`config.mk`:
```
export PLATFORM = sky130hd
export DESIGN_NAME = rgba_transfer_function_lookup_unit_flat
export DESIGN_NICKNAME = d
export VERILOG_FILES = /design/src/rtl/rtfl_pkg.sv /design/src/rtl/rtfl_if.sv /design/src/rtl/rgba_transfer_function_lookup_unit.sv /design/src/rtl/rtfl_table.sv /design/src/rtl/rtfl_div.sv /design/src/flat_wrapper.sv
export SDC_FILE = /design/constraint.sdc
export NUM_CORES = 2
export LEC_CHECK = 0
export ABC_CLOCK_PERIOD_IN_PS = 9890
export BUFFER_PORTS_ARGS = -buffer_cell sky130_fd_sc_hd__buf_2
export CAP_MARGIN = 20
export CORE_ASPECT_RATIO = 0.7
export CORE_UTILIZATION = 54
export CTS_CLUSTER_DIAMETER = 50
export DETAILED_ROUTE_END_ITERATION = 8
export PLACE_DENSITY = 0.71
export SLEW_MARGIN = 5
export SYNTH_ARGS = -nofsm -noshare
export SYNTH_HDL_FRONTEND = slang
export SYNTH_HIERARCHICAL = 1
export SYNTH_SLANG_ARGS = --single-unit
```
`constraint.sdc`:
```
create_clock -name clk -period 9.89 [get_ports clk]
set_input_delay 1.4835 -clock clk [delete_from_list [all_inputs] [get_ports clk]]
set_output_delay 1.4835 -clock clk [all_outputs]
set_load 0.05 [all_outputs]
```
`src/rtl/rtfl_pkg.sv`:
```
// shared constants, types and helpers of the rgba transfer function lookup
// no dependencies
`timescale 1ns / 1ps

package rtfl_pkg;

  localparam int MAX_POINTS = 16;
  localparam int MIN_POINTS = 2;
  localparam int POS_W      = 16;
  localparam int CH_W       = 16;
  localparam int NUM_CH     = 4;
  localparam int COLOR_W    = NUM_CH * CH_W;
  localparam int IDX_W      = $clog2(MAX_POINTS);
  localparam int CFG_W      = $clog2(MAX_POINTS + 1);
  localparam int CH_SEL_W   = $clog2(NUM_CH);
  localparam int NUM_W      = POS_W + CH_W;
  localparam int DIV_BITS   = 2;
  localparam int DIV_STEPS  = CH_W / DIV_BITS;

  // item opcodes
  localparam logic OP_WRITE  = 1'b0;
  localparam logic OP_LOOKUP = 1'b1;

  typedef logic [IDX_W-1:0]    idx_t;
  typedef logic [POS_W-1:0]    pos_t;
  typedef logic [CH_W-1:0]     ch_t;
  typedef logic [COLOR_W-1:0]  color_t;
  typedef logic [CH_SEL_W-1:0] ch_sel_t;
  typedef logic [NUM_W-1:0]    num_t;

  // table write port
  typedef struct packed {
    logic   en;
    idx_t   addr;
    pos_t   pos;
    color_t color;
  } tbl_wr_t;

  // divider request
  typedef struct packed {
    logic start;
    num_t num;
    pos_t den;
  } div_req_t;

  // one channel out of a packed color, red in the low bits
  function automatic ch_t chan_of(color_t c, ch_sel_t sel);
    chan_of = c[sel * CH_W +: CH_W];
  endfunction

endpackage

```
`src/rtl/rtfl_if.sv`:
```
// valid/ready channel interfaces for lookup items and results
// depends on rtfl_pkg
`timescale 1ns / 1ps

interface rtfl_in_if;
  import rtfl_pkg::*;

  logic valid;
  logic ready;
  logic opcode;
  idx_t point_index;
  pos_t sample_value;
  ch_t  red_in;
  ch_t  green_in;
  ch_t  blue_in;
  ch_t  alpha_in;

  modport source (output valid, opcode, point_index, sample_value,
                  red_in, green_in, blue_in, alpha_in, input ready);
  modport sink   (input valid, opcode, point_index, sample_value,
                  red_in, green_in, blue_in, alpha_in, output ready);
endinterface

interface rtfl_out_if;
  import rtfl_pkg::*;

  logic valid;
  logic ready;
  ch_t  red_out;
  ch_t  green_out;
  ch_t  blue_out;
  ch_t  alpha_out;
  idx_t segment_end;

  modport source (output valid, red_out, green_out, blue_out, alpha_out,
                  segment_end, input ready);
  modport sink   (input valid, red_out, green_out, blue_out, alpha_out,
                  segment_end, output ready);
endinterface

```
`src/rtl/rgba_transfer_function_lookup_unit.sv`:
```
// RGBA transfer function lookup: a table of up to 16 control points (16-bit
// position, four 16-bit color channels) with piecewise linear interpolation.
// A write item stores one point and gives no result. A lookup item clamps
// the sample to the first and last points in use, scans the table one entry
// per cycle for the segment, then computes each channel with one shared
// 16x16 multiplier and one shared divider that yields two quotient bits per
// cycle. A lookup holds the input from acceptance until the result is
// registered; the scan visits no entry for two points and at most the point
// count in use minus two, and the four channel divisions run serially. A
// segment of zero width returns the upper point's color without the
// multiplier and divider.
// A result not yet taken by the receiver holds the next lookup in its last step.
// Depends on rtfl_pkg, rtfl_if, rtfl_table and rtfl_div.
`timescale 1ns / 1ps

module rgba_transfer_function_lookup_unit (
  input  logic                         clk,
  input  logic                         rst_n,
  rtfl_in_if.sink                      in_ch,
  rtfl_out_if.source                   out_ch,
  input  logic                         cfg_we,
  input  logic [rtfl_pkg::CFG_W-1:0]   cfg_wdata
);
  import rtfl_pkg::*;

  typedef enum logic [3:0] {
    ST_IDLE, ST_FIRST, ST_LAST, ST_SEARCH, ST_GET_HI, ST_GET_LO, ST_CLAMP,
    ST_WEIGHT, ST_MUL_LO, ST_MUL_HI, ST_SUM, ST_DIV_WAIT, ST_DONE
  } state_t;

  state_t           state_r;
  logic [CFG_W-1:0] point_count_r;
  logic [CFG_W-1:0] n_eff;
  logic [CFG_W-1:0] n_m1;
  idx_t             last_idx;

  pos_t    s_r;
  idx_t    idx_r;
  idx_t    k_r;
  pos_t    p1_r;
  pos_t    p2_r;
  color_t  c1_r;
  color_t  c2_r;
  pos_t    d_r;
  pos_t    wlo_r;
  pos_t    whi_r;
  logic    zero_w_r;
  ch_sel_t ch_r;
  num_t    mul_r;
  num_t    acc_r;
  ch_t     res_r [NUM_CH];

  logic    out_valid_r;
  ch_t     out_red_r;
  ch_t     out_green_r;
  ch_t     out_blue_r;
  ch_t     out_alpha_r;
  idx_t    out_seg_r;

  logic     in_acc;
  logic     out_free;
  logic     found;
  logic     last_probe;
  logic     ch_last;
  idx_t     idx_inc;
  idx_t     rd_addr;
  pos_t     rd_pos;
  color_t   rd_col;
  ch_t      mul_a;
  pos_t     mul_b;
  num_t     prod;
  tbl_wr_t  tbl_wr;
  div_req_t div_req;
  logic     div_done;
  ch_t      div_q;

  assign in_acc   = in_ch.valid && (state_r == ST_IDLE);
  assign out_free = !out_valid_r || out_ch.ready;

  // point count in use, out-of-range values clamp
  always_comb begin
    priority if (point_count_r < CFG_W'(MIN_POINTS)) begin
      n_eff = CFG_W'(MIN_POINTS);
    end else if (point_count_r > CFG_W'(MAX_POINTS)) begin
      n_eff = CFG_W'(MAX_POINTS);
    end else begin
      n_eff = point_count_r;
    end
  end

  assign n_m1     = n_eff - CFG_W'(1);
  assign last_idx = n_m1[IDX_W-1:0];

  // segment search decisions
  assign idx_inc    = idx_r + IDX_W'(1);
  assign found      = (rd_pos >= s_r);
  assign last_probe = (CFG_W'(idx_inc) == n_m1);
  assign ch_last    = (ch_r == CH_SEL_W'(NUM_CH - 1));

  // table read address per sequencer step
  always_comb begin
    unique case (state_r)
      ST_IDLE:   rd_addr = '0;
      ST_FIRST:  rd_addr = last_idx;
      ST_LAST:   rd_addr = IDX_W'(1);
      ST_SEARCH: rd_addr = found ? idx_r : idx_inc;
      ST_GET_HI: rd_addr = k_r - IDX_W'(1);
      default:   rd_addr = '0;
    endcase
  end

  // table write from a write item
  assign tbl_wr.en    = in_acc && (in_ch.opcode == OP_WRITE);
  assign tbl_wr.addr  = in_ch.point_index;
  assign tbl_wr.pos   = in_ch.sample_value;
  assign tbl_wr.color = {in_ch.alpha_in, in_ch.blue_in, in_ch.green_in, in_ch.red_in};

  rtfl_table u_table (
    .clk     (clk),
    .wr      (tbl_wr),
    .rd_addr (rd_addr),
    .rd_pos  (rd_pos),
    .rd_col  (rd_col)
  );

  // shared multiplier: lower color by upper distance, then upper by lower
  assign mul_a = (state_r == ST_MUL_HI) ? chan_of(c2_r, ch_r) : chan_of(c1_r, ch_r);
  assign mul_b = (state_r == ST_MUL_HI) ? whi_r : wlo_r;
  assign prod  = mul_a * mul_b;

  // shared divider
  assign div_req.start = (state_r == ST_SUM);
  assign div_req.num   = acc_r + mul_r;
  assign div_req.den   = d_r;

  rtfl_div u_div (
    .clk   (clk),
    .rst_n (rst_n),
    .req   (div_req),
    .done  (div_done),
    .quot  (div_q)
  );

  // configuration register
  always_ff @(posedge clk) begin
    if (!rst_n) begin
      point_count_r <= CFG_W'(MIN_POINTS);
    end else if (cfg_we) begin
      point_count_r <= cfg_wdata;
    end
  end

  // sequencer and result register
  always_ff @(posedge clk) begin
    if (!rst_n) begin
      state_r     <= ST_IDLE;
      out_valid_r <= 1'b0;
    end else begin
      // result taken, unless a new one loads in the same cycle
      if (out_valid_r && out_ch.ready && (state_r != ST_DONE)) begin
        out_valid_r <= 1'b0;
      end
      unique case (state_r)
        ST_IDLE: begin
          if (in_acc && (in_ch.opcode == OP_LOOKUP)) begin
            state_r <= ST_FIRST;
          end
        end
        ST_FIRST: state_r <= ST_LAST;
        ST_LAST: begin
          if (n_eff == CFG_W'(MIN_POINTS)) begin
            state_r <= ST_GET_HI;
          end else begin
            state_r <= ST_SEARCH;
          end
        end
        ST_SEARCH: begin
          if (found || last_probe) begin
            state_r <= ST_GET_HI;
          end
        end
        ST_GET_HI: state_r <= ST_GET_LO;
        ST_GET_LO: state_r <= ST_CLAMP;
        ST_CLAMP:  state_r <= ST_WEIGHT;
        ST_WEIGHT: state_r <= ST_MUL_LO;
        ST_MUL_LO: begin
          if (zero_w_r) begin
            if (ch_last) begin
              state_r <= ST_DONE;
            end
          end else begin
            state_r <= ST_MUL_HI;
          end
        end
        ST_MUL_HI: state_r <= ST_SUM;
        ST_SUM:    state_r <= ST_DIV_WAIT;
        ST_DIV_WAIT: begin
          if (div_done) begin
            state_r <= ch_last ? ST_DONE : ST_MUL_LO;
          end
        end
        ST_DONE: begin
          if (out_free) begin
            out_valid_r <= 1'b1;
            out_red_r   <= res_r[0];
            out_green_r <= res_r[1];
            out_blue_r  <= res_r[2];
            out_alpha_r <= res_r[3];
            out_seg_r   <= k_r;
            state_r     <= ST_IDLE;
          end
        end
        default: state_r <= ST_IDLE;
      endcase
    end
  end

  // datapath registers
  always_ff @(posedge clk) begin
    unique case (state_r)
      ST_IDLE: begin
        s_r <= in_ch.sample_value;
      end
      // clamp to the first position
      ST_FIRST: begin
        if (s_r < rd_pos) begin
          s_r <= rd_pos;
        end
      end
      // clamp to the last position
      ST_LAST: begin
        if (s_r > rd_pos) begin
          s_r <= rd_pos;
        end
        idx_r <= IDX_W'(1);
        k_r   <= IDX_W'(1);
      end
      ST_SEARCH: begin
        if (found) begin
          k_r <= idx_r;
        end else begin
          k_r <= idx_inc;
        end
        idx_r <= idx_inc;
      end
      ST_GET_HI: begin
        p2_r <= rd_pos;
        c2_r <= rd_col;
      end
      ST_GET_LO: begin
        p1_r <= rd_pos;
        c1_r <= rd_col;
      end
      // clamp into the segment, width and zero-width flag
      ST_CLAMP: begin
        zero_w_r <= !(p2_r > p1_r);
        d_r      <= p2_r - p1_r;
        ch_r     <= '0;
        if (p2_r > p1_r) begin
          if (s_r < p1_r) begin
            s_r <= p1_r;
          end else if (s_r > p2_r) begin
            s_r <= p2_r;
          end
        end
      end
      ST_WEIGHT: begin
        wlo_r <= p2_r - s_r;
        whi_r <= s_r - p1_r;
      end
      ST_MUL_LO: begin
        if (zero_w_r) begin
          res_r[ch_r] <= chan_of(c2_r, ch_r);
          ch_r        <= ch_r + CH_SEL_W'(1);
        end else begin
          mul_r <= prod;
        end
      end
      ST_MUL_HI: begin
        acc_r <= mul_r;
        mul_r <= prod;
      end
      ST_DIV_WAIT: begin
        if (div_done) begin
          res_r[ch_r] <= div_q;
          ch_r        <= ch_r + CH_SEL_W'(1);
        end
      end
      default: begin
      end
    endcase
  end

  // port drive
  assign in_ch.ready        = (state_r == ST_IDLE);
  assign out_ch.valid       = out_valid_r;
  assign out_ch.red_out     = out_red_r;
  assign out_ch.green_out   = out_green_r;
  assign out_ch.blue_out    = out_blue_r;
  assign out_ch.alpha_out   = out_alpha_r;
  assign out_ch.segment_end = out_seg_r;

endmodule

```
`src/rtl/rtfl_table.sv`:
```
// control point table: positions and packed colors, one write and one read port
// depends on rtfl_pkg
`timescale 1ns / 1ps

module rtfl_table (
  input  logic             clk,
  input  rtfl_pkg::tbl_wr_t wr,
  input  rtfl_pkg::idx_t   rd_addr,
  output rtfl_pkg::pos_t   rd_pos,
  output rtfl_pkg::color_t rd_col
);
  import rtfl_pkg::*;

  pos_t   pos_mem [MAX_POINTS];
  color_t col_mem [MAX_POINTS];
  pos_t   rd_pos_r;
  color_t rd_col_r;

  // write port
  always_ff @(posedge clk) begin
    if (wr.en) begin
      pos_mem[wr.addr] <= wr.pos;
      col_mem[wr.addr] <= wr.color;
    end
  end

  // registered read port
  always_ff @(posedge clk) begin
    rd_pos_r <= pos_mem[rd_addr];
    rd_col_r <= col_mem[rd_addr];
  end

  assign rd_pos = rd_pos_r;
  assign rd_col = rd_col_r;

endmodule

```
`src/rtl/rtfl_div.sv`:
```
// iterative restoring divider, two quotient bits per cycle
// depends on rtfl_pkg; quotient must fit in CH_W bits
`timescale 1ns / 1ps

module rtfl_div (
  input  logic               clk,
  input  logic               rst_n,
  input  rtfl_pkg::div_req_t req,
  output logic               done,
  output rtfl_pkg::ch_t      quot
);
  import rtfl_pkg::*;

  localparam int STEP_W = (DIV_STEPS > 1) ? $clog2(DIV_STEPS) : 1;

  logic              busy_r;
  logic              done_r;
  logic [STEP_W-1:0] step_r;
  pos_t              rem_r;
  pos_t              den_r;
  ch_t               q_r;
  pos_t              rem_nxt;
  ch_t               q_nxt;

  // DIV_BITS compare-subtract steps per cycle
  always_comb begin
    logic [POS_W:0] trial;
    rem_nxt = rem_r;
    q_nxt   = q_r;
    trial   = '0;
    for (int b = 0; b < DIV_BITS; b++) begin
      trial = {rem_nxt, q_nxt[CH_W-1]};
      q_nxt = {q_nxt[CH_W-2:0], 1'b0};
      if (trial >= {1'b0, den_r}) begin
        trial    = trial - {1'b0, den_r};
        q_nxt[0] = 1'b1;
      end
      rem_nxt = trial[POS_W-1:0];
    end
  end

  // step counter
  always_ff @(posedge clk) begin
    if (!rst_n) begin
      busy_r <= 1'b0;
      done_r <= 1'b0;
      step_r <= '0;
    end else begin
      done_r <= 1'b0;
      if (req.start) begin
        busy_r <= 1'b1;
        step_r <= '0;
      end else if (busy_r) begin
        if (step_r == STEP_W'(DIV_STEPS - 1)) begin
          busy_r <= 1'b0;
          done_r <= 1'b1;
        end
        step_r <= step_r + STEP_W'(1);
      end
    end
  end

  // remainder and quotient shift register, high half starts as remainder
  always_ff @(posedge clk) begin
    if (req.start) begin
      rem_r <= req.num[NUM_W-1:CH_W];
      q_r   <= req.num[CH_W-1:0];
      den_r <= req.den;
    end else if (busy_r) begin
      rem_r <= rem_nxt;
      q_r   <= q_nxt;
    end
  end

  assign done = done_r;
  assign quot = q_r;

endmodule

```
`src/flat_wrapper.sv`:
```
// flat-port wrapper written by rule: the top's interface ports become plain ports
module rgba_transfer_function_lookup_unit_flat import rtfl_pkg::*;
  (clk, rst_n, cfg_we, cfg_wdata, in_ch_valid, in_ch_opcode, in_ch_point_index, in_ch_sample_value, in_ch_red_in, in_ch_green_in, in_ch_blue_in, in_ch_alpha_in, in_ch_ready, out_ch_valid, out_ch_red_out, out_ch_green_out, out_ch_blue_out, out_ch_alpha_out, out_ch_segment_end, out_ch_ready);
  rtfl_in_if in_ch_i ();
  rtfl_out_if out_ch_i ();
  input  logic clk;
  input  logic rst_n;
  input  logic cfg_we;
  input  logic [rtfl_pkg::CFG_W-1:0] cfg_wdata;
  input wire logic [$bits(in_ch_i.valid)-1:0] in_ch_valid;
  input wire logic [$bits(in_ch_i.opcode)-1:0] in_ch_opcode;
  input wire logic [$bits(in_ch_i.point_index)-1:0] in_ch_point_index;
  input wire logic [$bits(in_ch_i.sample_value)-1:0] in_ch_sample_value;
  input wire logic [$bits(in_ch_i.red_in)-1:0] in_ch_red_in;
  input wire logic [$bits(in_ch_i.green_in)-1:0] in_ch_green_in;
  input wire logic [$bits(in_ch_i.blue_in)-1:0] in_ch_blue_in;
  input wire logic [$bits(in_ch_i.alpha_in)-1:0] in_ch_alpha_in;
  output wire logic [$bits(in_ch_i.ready)-1:0] in_ch_ready;
  output wire logic [$bits(out_ch_i.valid)-1:0] out_ch_valid;
  output wire logic [$bits(out_ch_i.red_out)-1:0] out_ch_red_out;
  output wire logic [$bits(out_ch_i.green_out)-1:0] out_ch_green_out;
  output wire logic [$bits(out_ch_i.blue_out)-1:0] out_ch_blue_out;
  output wire logic [$bits(out_ch_i.alpha_out)-1:0] out_ch_alpha_out;
  output wire logic [$bits(out_ch_i.segment_end)-1:0] out_ch_segment_end;
  input wire logic [$bits(out_ch_i.ready)-1:0] out_ch_ready;
  assign in_ch_i.valid = in_ch_valid;
  assign in_ch_i.opcode = in_ch_opcode;
  assign in_ch_i.point_index = in_ch_point_index;
  assign in_ch_i.sample_value = in_ch_sample_value;
  assign in_ch_i.red_in = in_ch_red_in;
  assign in_ch_i.green_in = in_ch_green_in;
  assign in_ch_i.blue_in = in_ch_blue_in;
  assign in_ch_i.alpha_in = in_ch_alpha_in;
  assign in_ch_ready = in_ch_i.ready;
  assign out_ch_valid = out_ch_i.valid;
  assign out_ch_red_out = out_ch_i.red_out;
  assign out_ch_green_out = out_ch_i.green_out;
  assign out_ch_blue_out = out_ch_i.blue_out;
  assign out_ch_alpha_out = out_ch_i.alpha_out;
  assign out_ch_segment_end = out_ch_i.segment_end;
  assign out_ch_i.ready = out_ch_ready;
  rgba_transfer_function_lookup_unit u_core (.clk(clk), .rst_n(rst_n), .in_ch(in_ch_i), .out_ch(out_ch_i), .cfg_we(cfg_we), .cfg_wdata(cfg_wdata));
endmodule
```
; Word level (Yosys, flattened, before mapping)
; Memory sizes are Yosys's and may differ from the RTL's. A register that Yosys moved wholly into a read port is not among the register bits.
; Index checks and enable logic that the tools add are counted.
[word_totals]
ff_bits = 366
memories = 3
rom_bits = 0
ram_bits = 1344
out_inout_bits = 70
word_cells = 157
latch_bits = 0
[memory_table]
columns = name, words, word_bits, rd, rd_ports_with_merged_regs, wr, line
row1 = u_core.u_table.col_mem, 16, 64, 1, 1, 1, rtfl_table.sv:15  ; color_t col_mem [MAX_POINTS];
row2 = u_core.u_table.pos_mem, 16, 16, 1, 1, 1, rtfl_table.sv:14  ; pos_t pos_mem [MAX_POINTS];
row3 = u_core.res_r, 4, 16, 4, 4, 1, rgba_transfer_function_lookup_unit.sv:51  ; ch_t res_r [NUM_CH];
[op_classes]
bitwise = 4
order_cmp = 10
shift = 2
mul = 1
eq_ne = 28
n_mux = 52
n_div = 0
add_sub_neg = 11
reduce_logical = 22
[ops]
columns = op, n
row1 = $mux 16, 14
row2 = $shiftx 64x7->16, 2
row3 = $sub 16x16->16, 5
row4 = $pmux 16 s4, 1
row5 = $pmux 32 s2, 1
row6 = $pmux 4 s13, 1
row7 = $gt 16x16->1, 3
row8 = $ge 17x16->1, 2
row9 = $add 32x32->32, 1
row10 = $lt 16x16->1, 2
row11 = $mul 16x16->32, 1
row12 = $mux 32, 1
row13 = $mux 4, 7
row14 = $eq 4x4->1 const B, 5
row15 = $mux 1, 17
row16 = $eq 4x3->1 const B, 4
row17 = $ge 16x16->1, 1
row18 = $pmux 4 s2, 2
row19 = $pmux 4 s4, 1
row20 = $ne 2x1->1 const B, 7
row21 = $mux 5, 2
row22 = $reduce_and 5->1, 2
row23 = $eq 4x2->1 const B, 2
row24 = $mux 3, 2
row25 = other kinds (31), 44

; Logic depth before layout (Yosys ltp)
[depth]
ltp_word = 8
ltp_mapped = 30

; Cells and area by module
; The synthesis kept the hierarchy.
[by_module_without_submodules]
columns = mod, instances, seq_area_each_um2, area_each_um2, cells_each
row1 = rtfl_table, 1, 40038.4, 49422.4, 2054
row2 = rgba_transfer_function_lookup_unit, 1, 13142.6, 28264.6, 2316
row3 = rtfl_div, 1, 1541.5, 4087.7, 403

; Worst setup path after synthesis
; Ideal clock, no wire load.
[synth_path]
kind = reg-to-reg
start = register u_core.state_r[0]
end = memory u_core/u_table/col_mem[0][0] (netlist name), enable pin
setup_time_ns = 0.618
path_stages_with_launch = 7
synth_period_minus_slack_ns = 9.220
t_arrival_ns = 8.603
slack_ns = 0.670
path_cell_list = dfxtp_1 > clkbuf_1 > clkbuf_1 > nor4_1 > and3b_1 > or3b_2 > nor3_1
[synth_lines]
columns = item, line
row1 = "start, declared", rgba_transfer_function_lookup_unit.sv:31  ; state_t state_r;
row2 = "start signal, assigned", rgba_transfer_function_lookup_unit.sv:199  ; state_r <= ch_last ? ST_DONE : ST_MUL_LO;
row3 = "end, declared", rtfl_table.sv:15

; Worst setup path after layout
[layout_path]
start = register u_core.state_r[0]
end = register u_core.mul_r[30], data pin
[layout_between]
elab_chain_len = 5
[layout_lines]
columns = item, line
row1 = $eq 4x4->1 (*), "rgba_transfer_function_lookup_unit.sv:127, rgba_transfer_function_lookup_unit.sv:128"
row2 = "$mux 16, on equally long branches", "rgba_transfer_function_lookup_unit.sv:127, rgba_transfer_function_lookup_unit.sv:128"
row3 = $mul 16x16->32 (*), rgba_transfer_function_lookup_unit.sv:129  ; assign prod = mul_a * mul_b;
row4 = named net u_core.prod[30], rgba_transfer_function_lookup_unit.sv:71  ; num_t prod;
row5 = $mux 32, rgba_transfer_function_lookup_unit.sv:272  ; if (zero_w_r) begin
row6 = $pmux 32 s2 (*), rgba_transfer_function_lookup_unit.sv:220  ; unique case (state_r)
row7 = "end signal, assigned", rgba_transfer_function_lookup_unit.sv:276  ; mul_r <= prod;
row8 = "end signal, assigned", rgba_transfer_function_lookup_unit.sv:281  ; mul_r <= prod;
row9 = "end, declared", rgba_transfer_function_lookup_unit.sv:49  ; num_t mul_r;
; Mark *: on every way through the listed nets, which the timed path passes. The rest lies on a longest branch. The select of a mux whose other input is x is not followed.
; A chain may end at the register's enable or synchronous reset.

==> run_results.csv <==
group,metric,value,unit
placement,post-place-ws,1270,ps
placement,dpl_cell_area,85300,um^2
power,swShare,31.8,%
global_routing,grt_pass1_wl,289,mm
power,p_seq_share,40.3,%
global_routing,met2_usage,38.1,%
floorplanning,die_height,328,um
worst_setup_path,worstSetupStartpointType,"flip-flop",
min_path,hp-class,"flip-flop to flip-flop",
final_layout,final_area,91000,um^2
yosys,ys_warn_count,6,
global_routing,globalRouteOverflowTotal,0,
cts,ctsHoldBuffers,0,
sta,final.setup.tns,0,ps
power,p_per_area,262,nW/um^2
cts,root_buffer,"clkbuf_16",
final_layout,area_growth,11.3,%
worst_setup_path,crit_buf_inv,4,
global_routing,gr-usage-all-layers,26.0,%
worst_setup_path,crit_family,"adder cells",
power,max-vdd-ir-drop,0.000299,V
yosys,synth_edf_count,1759,
cts,clkTransAtPathRegs,70,ps
cts,cts_tree,"yes",
worst_setup_path,cp_common_cell,"fa_1",
worst_setup_path,critPathRequiredTime,10430,ps
cts,clkLatencyLatePin,830,ps
yosys,yosysMostFrequentCell,"edfxtp_1",
sta,period_needed,8740,ps
placement,hpwlAfterDp,125,mm
yosys,yosys-top-cells-area,"edfxtp_1 65%, mux4_2 9.7%, fa_1 4.9%",
placement,io_buffer_count,164,
job,maxCapViolCount,0,
placement,gp_routability_congestion,0.959,
sta,period_share,88.4,%
worst_setup_path,path_cells,"nand2_1, nor2_4, mux2i_1, nor2_1, fa_1, inv_1, fa_1, fa_1, inv_1, fa_1, fa_1, inv_1, fa_1, inv_1, ha_1, a21oi_1, o221ai_1, a221oi_1, o41ai_1, o31a_1, o31ai_4, o21bai_1, a21oi_1, xnor2_1",
final_layout,utilization,60.5,%
yosys,syn_inst,4773,
yosys,synth-seq-area-share,66.9,%
yosys,yosysTopAreaCell,"edfxtp_1",
min_path,hold_depth,0,
placement,placedCellCount,6858,
final_layout,drive_above_1_share,19.5,%
sta,max_slew.worst_pin.slew,1100,ps
floorplanning,io_pins,165,
yosys,netlist_top_cells_count,"1,759 x edfxtp_1, 354 x inv_1, 352 x mux4_2",
cts,htreeDepth,4,
sta,fmax,114,MHz
global_routing,gr-max-usage-layer,"met1",
yosys,ys_ff_latch,1854,
worst_setup_path,max_stage_delay,830,ps
worst_setup_path,cp.arrival,9280,ps
route,via_per_inst,6.09,
floorplanning,rows,119,
yosys,synthArstFlopShare,0,%
floorplanning,core_area,150000,um^2
route,routed_wl,196,mm
sta,drv_slew,0,
route,ant_nets,0,
worst_setup_path,crit_cells,24,
cts,clockBufferDepth,3,
floorplanning,start_util,54.4,%
yosys,syn-num-nets,5309,
sta,skew,82.2,ps
power,power_frac_comb,31.7,%
cts,numCtsBuffers,169,
yosys,synth_top_area_share,64.6,%
yosys,synth_ff_type,"edfxtp_1",
final_layout,instances_no_fill,7180,
power,internal_power,16300,uW
global_routing,grt_max_degree,115,
floorplanning,die-area,153000,um^2
route,drcViolationCount,0,
global_routing,grt_pass1_vias,43827,
sta,relSlewSlack,26.4,%
worst_setup_path,path_class,"flip-flop to flip-flop",
global_routing,antenna_found_initial,31,
final_layout,fillers,10767,
yosys,synth.avg_cell_area,17.1,um^2
route,first_pass_iters,6,
power,clkPwrFrac,28.0,%
sta,setup_viol,0,
yosys,synthesis.area,81800,um^2
global_routing,grtUsageMet3,7.54,%
yosys,ys_types,88,
power,p_switching,7600,uW
global_routing,met1_usage,38.6,%
worst_setup_path,crit_fanout,20,
final_layout,num-nets-final,5569,
route,drt_iter0_markers,5297,
status,status,"finished, final reports clean",
sta,final.setup.worst_slack,1150,ps
route,routedWlPerCell,27.3,um
sta,hold_viol_final,0,
worst_setup_path,critPathSlowestCell,"mux2i_1",
worst_setup_path,end_kind,"flip-flop",
power,leakage,0.0316,uW
cts,clock-sinks,1854,
cts,postCtsSetupBuffers,0,
worst_setup_path,r2r_cells,24,
route,vias,43693,
floorplanning,die-width,467,um
cts,cts_resized,0,
sta,rsz0062_at_grt,"no",
==> path summary, 6_finish.rpt <==
path,start,to,slack (ps)
worst max-delay path,u_core/state_r[0],u_core/mul_r[30],1150
worst min-delay path,u_core/d_r[10],u_core/u_div/den_r[10],380
worst max register to register,u_core/state_r[0],u_core/mul_r[30],1150
worst min register to register,u_core/d_r[10],u_core/u_div/den_r[10],380
==> registers in the layout (all words and copies together), names as in the netlist, 16 cells and up <==
signal                   cells
u_core/acc_r                32
u_core/c1_r                 64
u_core/c2_r                 64
u_core/d_r                  16
u_core/mul_r                32
u_core/out_ch.alpha_out     16
u_core/out_ch.blue_out      16
u_core/out_ch.green_out     16
u_core/out_ch.red_out       16
u_core/p1_r                 16
u_core/p2_r                 16
u_core/res_r                64
u_core/s_r                  16
u_core/u_div/den_r          16
u_core/u_div/quot           16
u_core/u_div/rem_r          16
u_core/u_table/col_mem    1024
u_core/u_table/pos_mem     256
u_core/u_table/rd_col       64
u_core/u_table/rd_pos       16
u_core/whi_r                16
u_core/wlo_r                16
==> placed cells by master, fill, tap and decap left out, types with 20 or more instances in the layout <==
| cell type | Yosys | routed |
|---|---|---|
| edfxtp_1 | 1759 | 1759 |
| inv_1 | 354 | 354 |
| mux4_2 | 352 | 352 |
| nand2_1 | 269 | 269 |
| ha_1 | 241 | 241 |
| nor2_1 | 256 | 238 |
| fa_1 | 200 | 200 |
| a22oi_1 | 177 | 177 |
| clkbuf_16 | 0 | 170 |
| buf_2 | 34 | 164 |
| a21oi_1 | 124 | 124 |
| dfxtp_1 | 95 | 95 |
| buf_4 | 6 | 92 |
| xnor2_1 | 88 | 88 |
| mux2i_1 | 69 | 68 |
| mux2_2 | 64 | 64 |
| o21ai_0 | 54 | 54 |
| nor3_1 | 52 | 47 |
| clkbuf_1 | 87 | 41 |
| a21o_1 | 37 | 37 |
| nand3_1 | 33 | 33 |
| o21a_1 | 30 | 30 |
| xor2_1 | 30 | 30 |
| nor2b_1 | 28 | 26 |
| nand2b_1 | 24 | 24 |
| clkinv_2 | 0 | 23 |
| o21ai_1 | 23 | 23 |
| clkbuf_8 | 0 | 20 |
==> cells by family (layout without fill, tap and decap cells) <==
kind of cell	Yosys count	after routing	share of synthesized area, %
buffers and inverters	526	933	2.65
adder cells (fa/ha/maj)	441	441	8.58
AND/OR/NAND/NOR	764	764	4.18
other	0	4	0
XOR/XNOR	118	118	1.26
AO/OA/AOI/OAI	579	579	4.87
flip-flops	1854	1854	66.9
multiplexers	491	491	11.5
==> per-stage QoR <==
stage | total power [uW] | hold WS, ps
6_report | 23900 | 382
5_1_grt | 25000 | 388
4_1_cts | 24000 | 385
3_5_place_dp | 17300 | 405
3_3_place_gp | 17200 | 402
2_1_floorplan | 15200 | 400
==> layout make-up <==
class	count	area (um^2)	area share (%)
Antenna cell	4	10.0	0.0110
Clock buffer	231	4680	5.14
Clock inverter	87	1090	1.20
Inverter	354	1330	1.46
Multi-Input combinational cell	2393	25100	27.6
Sequential cell	1854	54700	60.1
Tap cell	1996	2500	2.74
Timing Repair Buffer	261	1610	1.77
==> power groups by stage <==
stage / registers (uW) / clock network [uW] / logic (uW)
after floorplan: 9600 / 0 / 5560
after global placement: 9770 / 0 / 7430
after detailed placement: 9780 / 0 / 7490
after CTS: 9620 / 6790 / 7540
after global routing: 9650 / 7090 / 8280
final: 9630 / 6680 / 7580
==> per-layer routing <==
metal / part of all wire [%] / vias to the layer above
met5: 0.098 / -
met2: 44 / 1915
met4: 2.0 / 28
met1: 43 / 22557
met3: 10 / 287
li1: - / 18906
Note: power is estimated with default switching activity, not from simulation.
